## config.mk

```make
export PLATFORM = sky130hd
export DESIGN_NAME = mmcpq_ctrl
export DESIGN_NICKNAME = d
export VERILOG_FILES = /design/src/rtl/min_max_counting_priority_queue_defines.svh /design/src/rtl/mmcpq_pkg.sv /design/src/rtl/mmcpq_ctrl.sv
export SDC_FILE = /design/constraint.sdc
export NUM_CORES = 1
export LEC_CHECK = 0
export ABC_CLOCK_PERIOD_IN_PS = 2200
export BUFFER_PORTS_ARGS = -buffer_cell sky130_fd_sc_hd__buf_4
export CORE_AREA = 2 2 39 41
export DETAILED_ROUTE_END_ITERATION = 8
export DIE_AREA = 0 0 41 43
export HOLD_SLACK_MARGIN = 0.15
export PLACE_DENSITY = 0.64
export SYNTH_ARGS = -nofsm -noshare
export SYNTH_HDL_FRONTEND = slang
export SYNTH_SLANG_ARGS = --single-unit
export TNS_END_PERCENT = 100
```

## constraint.sdc

```tcl
create_clock -name clk_i -period 2.2 [get_ports clk_i]
set_clock_uncertainty 0.1 [all_clocks]
set_input_delay 0.22 -clock clk_i [delete_from_list [all_inputs] [get_ports clk_i]]
set_output_delay 0.22 -clock clk_i [all_outputs]
set_load 0.02 [all_outputs]
```

## src/rtl/min_max_counting_priority_queue_defines.svh

```systemverilog
// Assertion macros for the queue RTL.
`ifndef MIN_MAX_COUNTING_PRIORITY_QUEUE_DEFINES_SVH
`define MIN_MAX_COUNTING_PRIORITY_QUEUE_DEFINES_SVH

// Antecedent implies consequent in the same cycle.
`define MMCPQ_ASSERT_NOW(label, clk, rst_n, ante, cons, msg) \
  label: assert property (@(posedge clk) disable iff (!rst_n) (ante) |-> (cons)) \
    else $error(msg);

// Antecedent implies consequent in the following cycle.
`define MMCPQ_ASSERT_NEXT(label, clk, rst_n, ante, cons, msg) \
  label: assert property (@(posedge clk) disable iff (!rst_n) (ante) |=> (cons)) \
    else $error(msg);

`endif

```

## src/rtl/mmcpq_pkg.sv

```systemverilog
package mmcpq_pkg;

  localparam int unsigned KEY_W      = 10;
  localparam int unsigned TOTAL_W    = 24;
  localparam int unsigned WORD_BITS  = 32;
  localparam int unsigned WORD_BIT_W = 5;

  typedef enum logic [1:0] {
    OP_ADD      = 2'd0,
    OP_REMOVE   = 2'd1,
    OP_SET_MODE = 2'd2,
    OP_CLEAR    = 2'd3
  } op_e;

  // Mode select codes
  localparam logic [1:0] SEL_LEAST    = 2'd1;
  localparam logic [1:0] SEL_GREATEST = 2'd2;

  typedef struct packed {
    logic [1:0]       op;
    logic [KEY_W-1:0] key;
    logic [1:0]       mode_select;
  } mmcpq_in_t;

  typedef struct packed {
    logic [KEY_W-1:0] removed_key;
    logic             was_empty;
  } mmcpq_out_t;

  // Controller to datapath
  typedef struct packed {
    logic capture;
    logic dispatch_read;
    logic mark_empty;
    logic set_mode;
    logic clear_state;
    logic clr_write;
    logic add_commit;
    logic rem_commit;
    logic scan_start;
    logic scan_step;
    logic load_out;
  } mmcpq_cmd_t;

  // Datapath to controller
  typedef struct packed {
    op_e  op;
    logic key_ok;
    logic total_zero;
    logic total_one;
    logic rem_zero;
    logic scan_hit;
    logic clr_last;
    logic out_free;
  } mmcpq_status_t;

  // Index of the lowest set bit of a bitmap word
  function automatic logic [WORD_BIT_W-1:0] lowest_set(input logic [WORD_BITS-1:0] w);
    logic [WORD_BIT_W-1:0] idx;
    idx = '0;
    for (int i = WORD_BITS - 1; i >= 0; i--) begin
      if (w[i]) idx = WORD_BIT_W'(i);
    end
    return idx;
  endfunction

  // Index of the highest set bit of a bitmap word
  function automatic logic [WORD_BIT_W-1:0] highest_set(input logic [WORD_BITS-1:0] w);
    logic [WORD_BIT_W-1:0] idx;
    idx = '0;
    for (int i = 0; i < WORD_BITS; i++) begin
      if (w[i]) idx = WORD_BIT_W'(i);
    end
    return idx;
  endfunction

endpackage

```

## src/rtl/mmcpq_ctrl.sv

```systemverilog
module mmcpq_ctrl (
  input  logic                    clk_i,
  input  logic                    rst_ni,
  input  logic                    in_valid_i,
  output logic                    in_ready_o,
  input  mmcpq_pkg::mmcpq_status_t status_i,
  output mmcpq_pkg::mmcpq_cmd_t    cmd_o
);
  import mmcpq_pkg::*;

  typedef enum logic [2:0] {
    S_CLEAR,
    S_IDLE,
    S_DISPATCH,
    S_ADD,
    S_REMOVE,
    S_SCAN_START,
    S_SCAN,
    S_RESULT
  } state_e;

  state_e state_q, state_d;

  assign in_ready_o = (state_q == S_IDLE);

  // Next state and command decode
  always_comb begin
    cmd_o   = '0;
    state_d = state_q;
    case (state_q)
      S_CLEAR: begin
        cmd_o.clr_write = 1'b1;
        if (status_i.clr_last) state_d = S_IDLE;
      end
      S_IDLE: begin
        if (in_valid_i) begin
          cmd_o.capture = 1'b1;
          state_d       = S_DISPATCH;
        end
      end
      S_DISPATCH: begin
        case (status_i.op)
          OP_ADD: begin
            if (status_i.key_ok) begin
              cmd_o.dispatch_read = 1'b1;
              state_d             = S_ADD;
            end else begin
              state_d = S_IDLE;
            end
          end
          OP_REMOVE: begin
            if (status_i.total_zero) begin
              cmd_o.mark_empty = 1'b1;
              state_d          = S_RESULT;
            end else begin
              cmd_o.dispatch_read = 1'b1;
              state_d             = S_REMOVE;
            end
          end
          OP_SET_MODE: begin
            cmd_o.set_mode = 1'b1;
            state_d        = S_IDLE;
          end
          OP_CLEAR: begin
            cmd_o.clear_state = 1'b1;
            state_d           = S_CLEAR;
          end
          default: state_d = S_IDLE;
        endcase
      end
      S_ADD: begin
        cmd_o.add_commit = 1'b1;
        state_d          = S_IDLE;
      end
      S_REMOVE: begin
        cmd_o.rem_commit = 1'b1;
        // last entry gone: bounds no longer matter
        if (status_i.total_one)     state_d = S_RESULT;
        else if (status_i.rem_zero) state_d = S_SCAN_START;
        else                        state_d = S_RESULT;
      end
      S_SCAN_START: begin
        cmd_o.scan_start = 1'b1;
        state_d          = S_SCAN;
      end
      S_SCAN: begin
        cmd_o.scan_step = 1'b1;
        if (status_i.scan_hit) state_d = S_RESULT;
      end
      S_RESULT: begin
        if (status_i.out_free) begin
          cmd_o.load_out = 1'b1;
          state_d        = S_IDLE;
        end
      end
      default: state_d = S_IDLE;
    endcase
  end

  always_ff @(posedge clk_i or negedge rst_ni) begin
    if (!rst_ni) begin
      state_q <= S_CLEAR;
    end else begin
      state_q <= state_d;
    end
  end

endmodule

```

# == Word level (Yosys, flattened, before mapping) ==
# Index checks and enable logic that the tools add are counted.
# totals
regBits,3
input_bits,12
output_inout_bits,12
word_cells,45
# op_classes
eq_ne,14
mux,27
reduce_logical,3
# ops
op,count
$pmux 3 s8,1
$mux 1,15
$mux 3,5
$eq 3x3->1 const B,4
$pmux 3 s4,1
$ne 2x2->1 const B,4
$eq 3x2->1 const B,2
$mux 2,3
$eq 2x2->1 const B,2
$mux 4,1
$reduce_and 4->1,1
$eq 3x1->1 const B,1
$logic_not 3->1,1
$eq 2x1->1 const B,1
$logic_not 2->1,1
$pmux 1 s2,1

# == Logic depth before layout (Yosys ltp) ==
# Gate-level depths: netlist (run 1).
# logic_depth
depth_word,3
ltp_mapped,5
ltp_nobuf,4

# == Least setup slack after synthesis (run 1) ==
# Ideal clock, no wire load.
# synth_timing
path_kind,flip-flop to output port
start,register state_q[0]
end,output cmd_o[9] (netlist name)
arrival_ns,1.384
t_required_ns,1.880
slack_ns,0.496
stages_incl_launch_ff,4
n_path_buf,1
cell_sequence,dfrtp_1 buf_6 or4b_4 a21oi_1
# synth_lines
element,line_no,source
"start, declared",mmcpq_ctrl.sv:22,"state_e state_q, state_d;"
"start signal, assigned",mmcpq_ctrl.sv:104,state_q <= state_d;
"end, declared",mmcpq_ctrl.sv:7,output mmcpq_pkg::mmcpq_cmd_t cmd_o

==> results.ini, run 1 <==
[finish]
drive_gt1_frac=0.440
syn2layout_area_growth_pct=59.4
largest_reg_flops=3
reg_top3=state_q: 3 flops
stdcell_count=91
fin_nets=88
top_register=state_q
n_antenna_cell=0

[power]
total_power_mw=0.638
ir_drop_uv=525
cellPowerDensity_nw_per_um2=1160
p_leak_nw=0.275

[synth]
synth_seq_cells=3
synth_cell_type_count=24
avgSynthCellArea_um2=6.91
synth_edf_count=0
synthArstFlopShare=1.00
ys_seq_area_frac=0.217
yosysTopAreaCellShare=0.217
syn_area_um2=345
yosys_warnings=0
synth_top_area_cell=dfrtp_1
syn_nets=62
synthTopCellsByArea=dfrtp_1 22%, nor2_1 12%, nand2_1 7.6%
synthFlopType=dfrtp_1
synth_cells=50

[setup_path]
cp.arrival_ps=1620
rr_worst_depth=4
crit_type=flip-flop to primary output
reg2reg_slack_ps=570
cp-start-kind=flip-flop
required_ps=1880
crit_path_end_kind=primary output
reg2reg_from=state_q[2]
timing.rr.end=state_q[1]
crit_fanout=13

[outcome]
status=finished, final reports clean

[detailed_routing]
route.detailed.drc=0
wl_um=959
first_pass_iters=2
routedWlPerCell_um=10.5
drt_iter0_drc=8
drtAntennaViolNets=0
vias=421
via_per_inst=4.63

[clocking]
cts_hold_buf=1
cts_resized=0
clkTransAtPathRegs_ps=30
insertion_delay_ps=230
cts_sinks=3
cts_tree=done
clockRootBuffer=clkbuf_4
post_cts_buffers=0
htreeDepth=1
cts_buffers=3
clock_path_buffers=2

[global_routing]
grt_first_pass_wirelength_um=1560
grt_max_degree=14
grt_overflow_total=0
antenna_found_initial=0
grt_use_total=0.132
grt_pass1_vias=394

[place]
gp_congestion=0.767
dp_hpwl_um=756
port_buffers=23
place_inst=86
dp_slack_ps=510

[floorplanning]
die_x_um=41
die_area_um2=1760
initial_utilization=0.250
chipHeight_um=43
rows=14
io_pins=24
coreArea_um2=1380

[timing]
worst_pin_slew_ps=415
rsz0062_at_grt=no
setup_ws_ps=264
fin_crit_sh=0.880
setup_tns_ps=0
setup_violations=0
drv_slew=0
clock.fmax_ghz=0.516
max_slew_margin=0.723
fin_crit_ps=1940
hold_violations=0

[hold_path]
hp-class=primary input to async pin

[job]
maxCapViolCount=0

## layout make-up
cell class | instances | area [um^2]
Fill cell | 157 | 833
Multi-Input combinational cell | 41 | 233
Timing Repair Buffer | 24 | 183
Sequential cell | 3 | 75.1
Clock buffer | 4 | 26.3
Tap cell | 16 | 20.0
Inverter | 3 | 13.8
## power by group
group / internal [mW] / switching, mW
clock: 0.0678 / 0.0262
sequential: 0.0820 / 0.0720
combinational: 0.181 / 0.209
## cell usage in the layout (no fill, tap or decap)
cell type | Yosys | final
a21oi_2 | 1 | 1
nor3b_1 | 1 | 1
or2_2 | 2 | 2
o32a_2 | 1 | 1
and3_1 | 1 | 1
o21ai_1 | 1 | 1
a31oi_1 | 3 | 3
a21oi_1 | 3 | 3
nand3_1 | 1 | 1
dfrtp_1 | 3 | 3
o2111ai_1 | 1 | 1
and3b_2 | 1 | 1
or2b_1 | 2 | 2
and2_1 | 2 | 2
buf_4 | 1 | 23
clkbuf_1 | 0 | 1
nand2_1 | 7 | 7
nor4_1 | 1 | 1
nor2_1 | 11 | 11
inv_1 | 2 | 2
clkbuf_4 | 0 | 3
nor4b_1 | 1 | 1
inv_4 | 1 | 1
or4b_4 | 1 | 1
dlygate4sd3_1 | 0 | 1
## stage by stage
stage               area (um^2)  hold WS [ps]  utilization
floorplan                   345          -176            -
global placement            514         -89.3        0.372
detailed placement          514         -90.2        0.372
CTS                         551           220        0.398
global route                551           227        0.398
finish                      551           219        0.398
## layer usage
metal  GRT usage  vias to the layer above  share of wire
li1            -                      220              -
met1       0.146                      192           0.41
met4      0.0800                        0              0
met2       0.213                        9           0.55
met5           0                        -              0
met3      0.0314                        0          0.036
## cell usage after synthesis (all sizes together) (2+ instances only)
cell	count
or2b	2
inv	3
a31oi	3
a21oi	4
nand2	7
dfrtp	3
and2	2
buf	3
nor2	11
or2	2
## kinds of logic (layout without fill, tap and decap cells)
family,count (synthesis),count (layout),share of synthesized area
AND/OR/NAND/NOR,31,31,0.478
buffers and inverters,6,31,0.109
flip-flops,3,3,0.217
AO/OA/AOI/OAI,10,10,0.196
## worst max-delay path by stage
stage               start       end  slack [ps]  depth (start not counted)
2_1_floorplan  state_q[0]  cmd_o[9]         500                          3
3_3_place_gp   state_q[2]  cmd_o[9]         520                          3
3_5_place_dp   state_q[2]  cmd_o[9]         510                          3
4_1_cts        state_q[2]  cmd_o[9]         260                          3
5_1_grt        state_q[2]  cmd_o[9]         180                          3
6_report       state_q[2]  cmd_o[9]         260                          3
## worst max-delay path, stage by stage, from the launching register on
cell and delay (ps):
dfrtp_1 520, or4b_4 590, a21oi_1 130, buf_4 150
Power figures use the tool's default switching activity.
==> run 2: changes to the inputs <==
--- a/config.mk
+++ b/config.mk
@@ -12,6 +12,7 @@
 export DIE_AREA = 0 0 41 43
 export HOLD_SLACK_MARGIN = 0.15
 export PLACE_DENSITY = 0.64
+export RECOVER_POWER = 50
 export SYNTH_ARGS = -nofsm -noshare
 export SYNTH_HDL_FRONTEND = slang
 export SYNTH_SLANG_ARGS = --single-unit
==> results.ini, run 2 (synthesis gave the netlist of run 1 again) <==
[finish]
fin_util=0.384  ; -0.0136
syn2layout_area_growth_pct=54.0
reg_top3=state_q: 3 flops
fillers=163  ; +3.8%
largest_reg_flops=3  ; unchanged
n_antenna_cell=0  ; unchanged
layout_common_cells=18 x buf_4, 11 x nor2_1, 7 x nand2_1, 6 x clkbuf_1
layout_commonest_cell=buf_4
fin_nets=88  ; unchanged
drive_gt1_frac=0.373  ; -0.0667
top_register=state_q

[place]
dp_slack_ps=510  ; unchanged
gp_congestion=0.767  ; unchanged
dp_hpwl_um=756  ; unchanged
port_buffers=23  ; unchanged

[clocking]
cts_tree=done
cts_sinks=3  ; unchanged
post_cts_buffers=0  ; unchanged
clock_path_buffers=2  ; unchanged
clkTransAtPathRegs_ps=30  ; about the same
insertion_delay_ps=230  ; about the same
clockRootBuffer=clkbuf_4
cts_buffers=3  ; unchanged
htreeDepth=1  ; unchanged

[power]
ir_drop_uv=524  ; -0.28%
netSwitchingPower_mw=0.308  ; +0.33%
p_int_mw=0.314  ; -5.2%
p_leak_nw=0.255  ; -7.4%
comb_power_share=0.600  ; -0.012
clockPowerShare=0.151  ; +0.004
seqPwrFrac=0.249  ; +0.008
swShare=0.495  ; +0.0142
cellPowerDensity_nw_per_um2=1170  ; +0.89%

[floorplanning]
die_x_um=41  ; unchanged
die_area_um2=1760  ; unchanged
chipHeight_um=43  ; unchanged
rows=14  ; unchanged
initial_utilization=0.250  ; unchanged
coreArea_um2=1380  ; unchanged
io_pins=24  ; unchanged

[setup_path]
cp-start-kind=flip-flop
crit_path_end_kind=primary output
crit_fanout=13  ; unchanged
crit_type=flip-flop to primary output
cp.arrival_ps=1620  ; about the same
required_ps=1880  ; about the same

[timing]
worst_pin_slew_ps=422  ; +6.88 ps
whs_ps=226  ; +6.69 ps
hold_violations=0  ; unchanged
clock.fmax_ghz=0.514  ; -0.38%
setup_tns_ps=0  ; unchanged
fin_crit_ps=1940  ; +7.33 ps
drv_slew=0  ; unchanged
setup_violations=0  ; unchanged
rsz0062_at_grt=no
setup_ws_ps=256  ; -7.33 ps
fin_crit_sh=0.884  ; +0.00333
max_slew_margin=0.719  ; -0.00459

[job]
maxCapViolCount=0  ; unchanged

[detailed_routing]
first_pass_iters=3  ; +1
via_per_inst=4.64  ; +0.24%
routedWlPerCell_um=10.6  ; +0.63%
vias=422  ; +0.24%
wl_um=965  ; +0.63%
route.detailed.drc=0  ; unchanged
drtAntennaViolNets=0  ; unchanged
drt_iter0_drc=8  ; unchanged

[global_routing]
grt_use_total=0.132  ; unchanged
grt_overflow_total=0  ; unchanged
grt_max_degree=14  ; unchanged
antenna_found_initial=0  ; unchanged
grt_pass1_vias=394  ; unchanged
grt_first_pass_wirelength_um=1560  ; unchanged

[outcome]
status=finished, final reports clean

[hold_path]
hp-class=primary input to async pin

[run 2: timing repair]
action,in CTS,in global routing
endpoints found under the hold margin,3,0
resized for setup,0,0
hold buffers,1,0
[run 2: final cells by class]
| cell class | instances | area (um^2) | area share |
|---|---|---|---|
| Clock buffer | 4 | 26.3 | 0.0494 |
| Sequential cell | 3 | 75.1 | 0.141 |
| Inverter | 3 | 13.8 | 0.0259 |
| Multi-Input combinational cell | 41 | 233 | 0.438 |
| Timing Repair Buffer | 24 | 164 | 0.308 |
| Tap cell | 16 | 20.0 | 0.0376 |
[run 2: path summary, 6_finish.rpt]
kind	from	end	slack, ps	cells after the start
min in group clk_i	status_i[0]	state_q[0]	260	3
setup reg to reg	state_q[2]	state_q[1]	560	4
max in group asynchronous	rst_ni	state_q[2]	1630	2
hold / removal	rst_ni	state_q[1]	230	2
setup / recovery	state_q[2]	cmd_o[9]	260	3
hold reg to reg	state_q[0]	state_q[2]	560	1
[run 2: through the flow]
stage	area [um^2]	total power [mW]	instances
floorplan	345	0.432	50
global placement	514	0.539	86
detailed placement	514	0.545	86
CTS	551	0.649	91
global route	532	0.684	91
finish	532	0.622	91
[run 2: layer usage]
layer	part of all wire	wire length, um	vias up	global-route usage
met3	0.039	38	0	0.0314
li1	-	-	220	-
met4	0	0	0	0.0800
met2	0.55	531	9	0.213
met5	0	0	-	0
met1	0.41	395	193	0.146
[run 2: power groups by stage]
stage | Clock [mW] | Sequential (mW) | Combinational (mW)
after floorplan | 0 | 0.0934 | 0.338
after global placement | 0 | 0.150 | 0.389
after detailed placement | 0 | 0.153 | 0.393
after CTS | 0.101 | 0.152 | 0.395
after global routing | 0.101 | 0.166 | 0.417
final | 0.0940 | 0.155 | 0.373
[run 2: critical path: stages, from the launching register on]
cell,delay [ps]
dfrtp_1,520
or4b_4,590
a21oi_1,130
buf_4,150
==> run 3: changes to the inputs <==
--- a/config.mk
+++ b/config.mk
@@ -5,7 +5,7 @@
 export SDC_FILE = /design/constraint.sdc
 export NUM_CORES = 1
 export LEC_CHECK = 0
-export ABC_CLOCK_PERIOD_IN_PS = 2200
+export ABC_CLOCK_PERIOD_IN_PS = 2100
 export BUFFER_PORTS_ARGS = -buffer_cell sky130_fd_sc_hd__buf_4
 export CORE_AREA = 2 2 39 41
 export DETAILED_ROUTE_END_ITERATION = 8
==> constraint.sdc (replaced) <==
create_clock -name clk_i -period 2.1 [get_ports clk_i]
set_clock_uncertainty 0.1 [all_clocks]
set_input_delay 0.21 -clock clk_i [delete_from_list [all_inputs] [get_ports clk_i]]
set_output_delay 0.21 -clock clk_i [all_outputs]
set_load 0.02 [all_outputs]
==> results.ini, run 3 (synthesis gave the netlist of run 1 again) <==
[finish]
top_register=state_q
fin_util=0.382  ; -0.00271
largest_reg_flops=3  ; unchanged
syn2layout_area_growth_pct=52.9
drive_gt1_frac=0.360  ; -0.0133
reg_top3=state_q: 3 flops
n_antenna_cell=0  ; unchanged
fin_nets=88  ; unchanged
layout_commonest_cell=buf_4
layout_common_cells=17 x buf_4, 11 x nor2_1, 7 x nand2_1, 7 x clkbuf_1

[detailed_routing]
drt_iter0_drc=2  ; -6
routedWlPerCell_um=10.5  ; -0.83%
via_per_inst=4.73  ; +1.9%
vias=430  ; +1.9%
first_pass_iters=3  ; unchanged
wl_um=957  ; -0.83%
drtAntennaViolNets=0  ; unchanged
route.detailed.drc=0  ; unchanged

[setup_path]
crit_type=flip-flop to primary output
crit_fanout=13  ; unchanged
crit_end=cmd_o[9]
crit_path_end_kind=primary output
rr_worst_depth=4  ; unchanged
reg2reg_from=state_q[2]
cp.arrival_ps=1620  ; about the same
required_ps=1790  ; -90 ps
cp-start-kind=flip-flop
reg2reg_slack_ps=460  ; -100 ps
crit_path_start=state_q[2]
timing.rr.end=state_q[1]

[clocking]
clkTransAtPathRegs_ps=40  ; about the same
cts_buffers=3  ; unchanged
cts_tree=done
cts_resized=0  ; unchanged
clock_path_buffers=2  ; unchanged
cts_sinks=3  ; unchanged
clockRootBuffer=clkbuf_4
insertion_delay_ps=230  ; about the same
htreeDepth=1  ; unchanged

[timing]
whs_ps=219  ; -6.65 ps
setup_tns_ps=0  ; unchanged
max_slew_margin=0.716  ; -0.00235
rsz0062_at_grt=no
setup_violations=0  ; unchanged
fin_crit_ps=1930
drv_slew=0  ; unchanged
fin_crit_sh=0.919
worst_pin_slew_ps=425  ; +3.53 ps
hold_violations=0  ; unchanged
setup_ws_ps=171  ; -85.4 ps
clock.fmax_ghz=0.518

[power]
swShare=0.496  ; +0.00116
p_int_mw=0.327  ; +4.1%
cellPowerDensity_nw_per_um2=1230  ; +5.1%
ir_drop_uv=550  ; +4.9%
total_power_mw=0.649  ; +4.3%
seqPwrFrac=0.249  ; about the same
p_leak_nw=0.251  ; -1.6%
clockPowerShare=0.152  ; about the same
netSwitchingPower_mw=0.322  ; +4.6%
comb_power_share=0.599  ; about the same

[place]
gp_congestion=0.748  ; -2.5%
port_buffers=23  ; unchanged
dp_hpwl_um=763  ; +0.90%
dp_slack_ps=420  ; -90.1 ps

[hold_path]
hp-class=primary input to async pin

[floorplanning]
io_pins=24  ; unchanged
die_x_um=41  ; unchanged
rows=14  ; unchanged
initial_utilization=0.250  ; unchanged
coreArea_um2=1380  ; unchanged
chipHeight_um=43  ; unchanged
die_area_um2=1760  ; unchanged

[outcome]
status=finished, final reports clean

[global_routing]
grt_pass1_vias=396  ; +0.51%
grt_use_total=0.132  ; unchanged
grt_overflow_total=0  ; unchanged
antenna_found_initial=0  ; unchanged
grt_max_degree=14  ; unchanged
grt_first_pass_wirelength_um=1560  ; unchanged

[job]
maxCapViolCount=0  ; unchanged

## run 3: what timing repair did
item | 4_1_cts | 5_1_grt
hold endpoints to repair | 3 | 0
hold buffers | 1 | 0
buffers inserted | 0 | 0
## run 3: how the worst min path moves through the flow
stage	start	endpoint	cells after the start
after detailed placement	rst_ni	state_q[1]	1
after floorplan	rst_ni	state_q[0]	0
after CTS	rst_ni	state_q[1]	2
final	rst_ni	state_q[1]	2
after global routing	rst_ni	state_q[0]	2
after global placement	rst_ni	state_q[1]	1
## run 3: cell type report
cell class,instances,area [um^2]
well taps,16,20.0
inverters,3,13.8
clock buffers,4,26.3
multi-input cells,41,233
fillers,160,856
repair buffers,24,160
flip-flops and latches,3,75.1
## run 3: worst max-delay path, cell delays in order (launching register included)
cell     delay (ps)
dfrtp_1         520
or4b_4          590
a21oi_1         130
buf_4           150
## run 3: stage by stage
step                      std cells  area (um^2)
final                            91          528
after floorplan                  50          345
after detailed placement         86          514
after global routing             91          528
after CTS                        91          551
after global placement           86          514
## run 3: per-layer routing
metal / vias up / GRT usage / wire, um
li1: 223 / - / -
met1: 198 / 0.146 / 399
met2: 9 / 0.203 / 521
met3: 0 / 0.0471 / 35
met4: 0 / 0.0800 / 0
met5: - / 0 / 0
## run 3: power groups by stage
| stage | registers (mW) | clock network [mW] | logic (mW) |
|---|---|---|---|
| after floorplan | 0.0979 | 0 | 0.355 |
| after global placement | 0.158 | 0 | 0.407 |
| after detailed placement | 0.161 | 0 | 0.412 |
| after CTS | 0.160 | 0.106 | 0.415 |
| after global routing | 0.173 | 0.111 | 0.434 |
| final | 0.161 | 0.0987 | 0.389 |
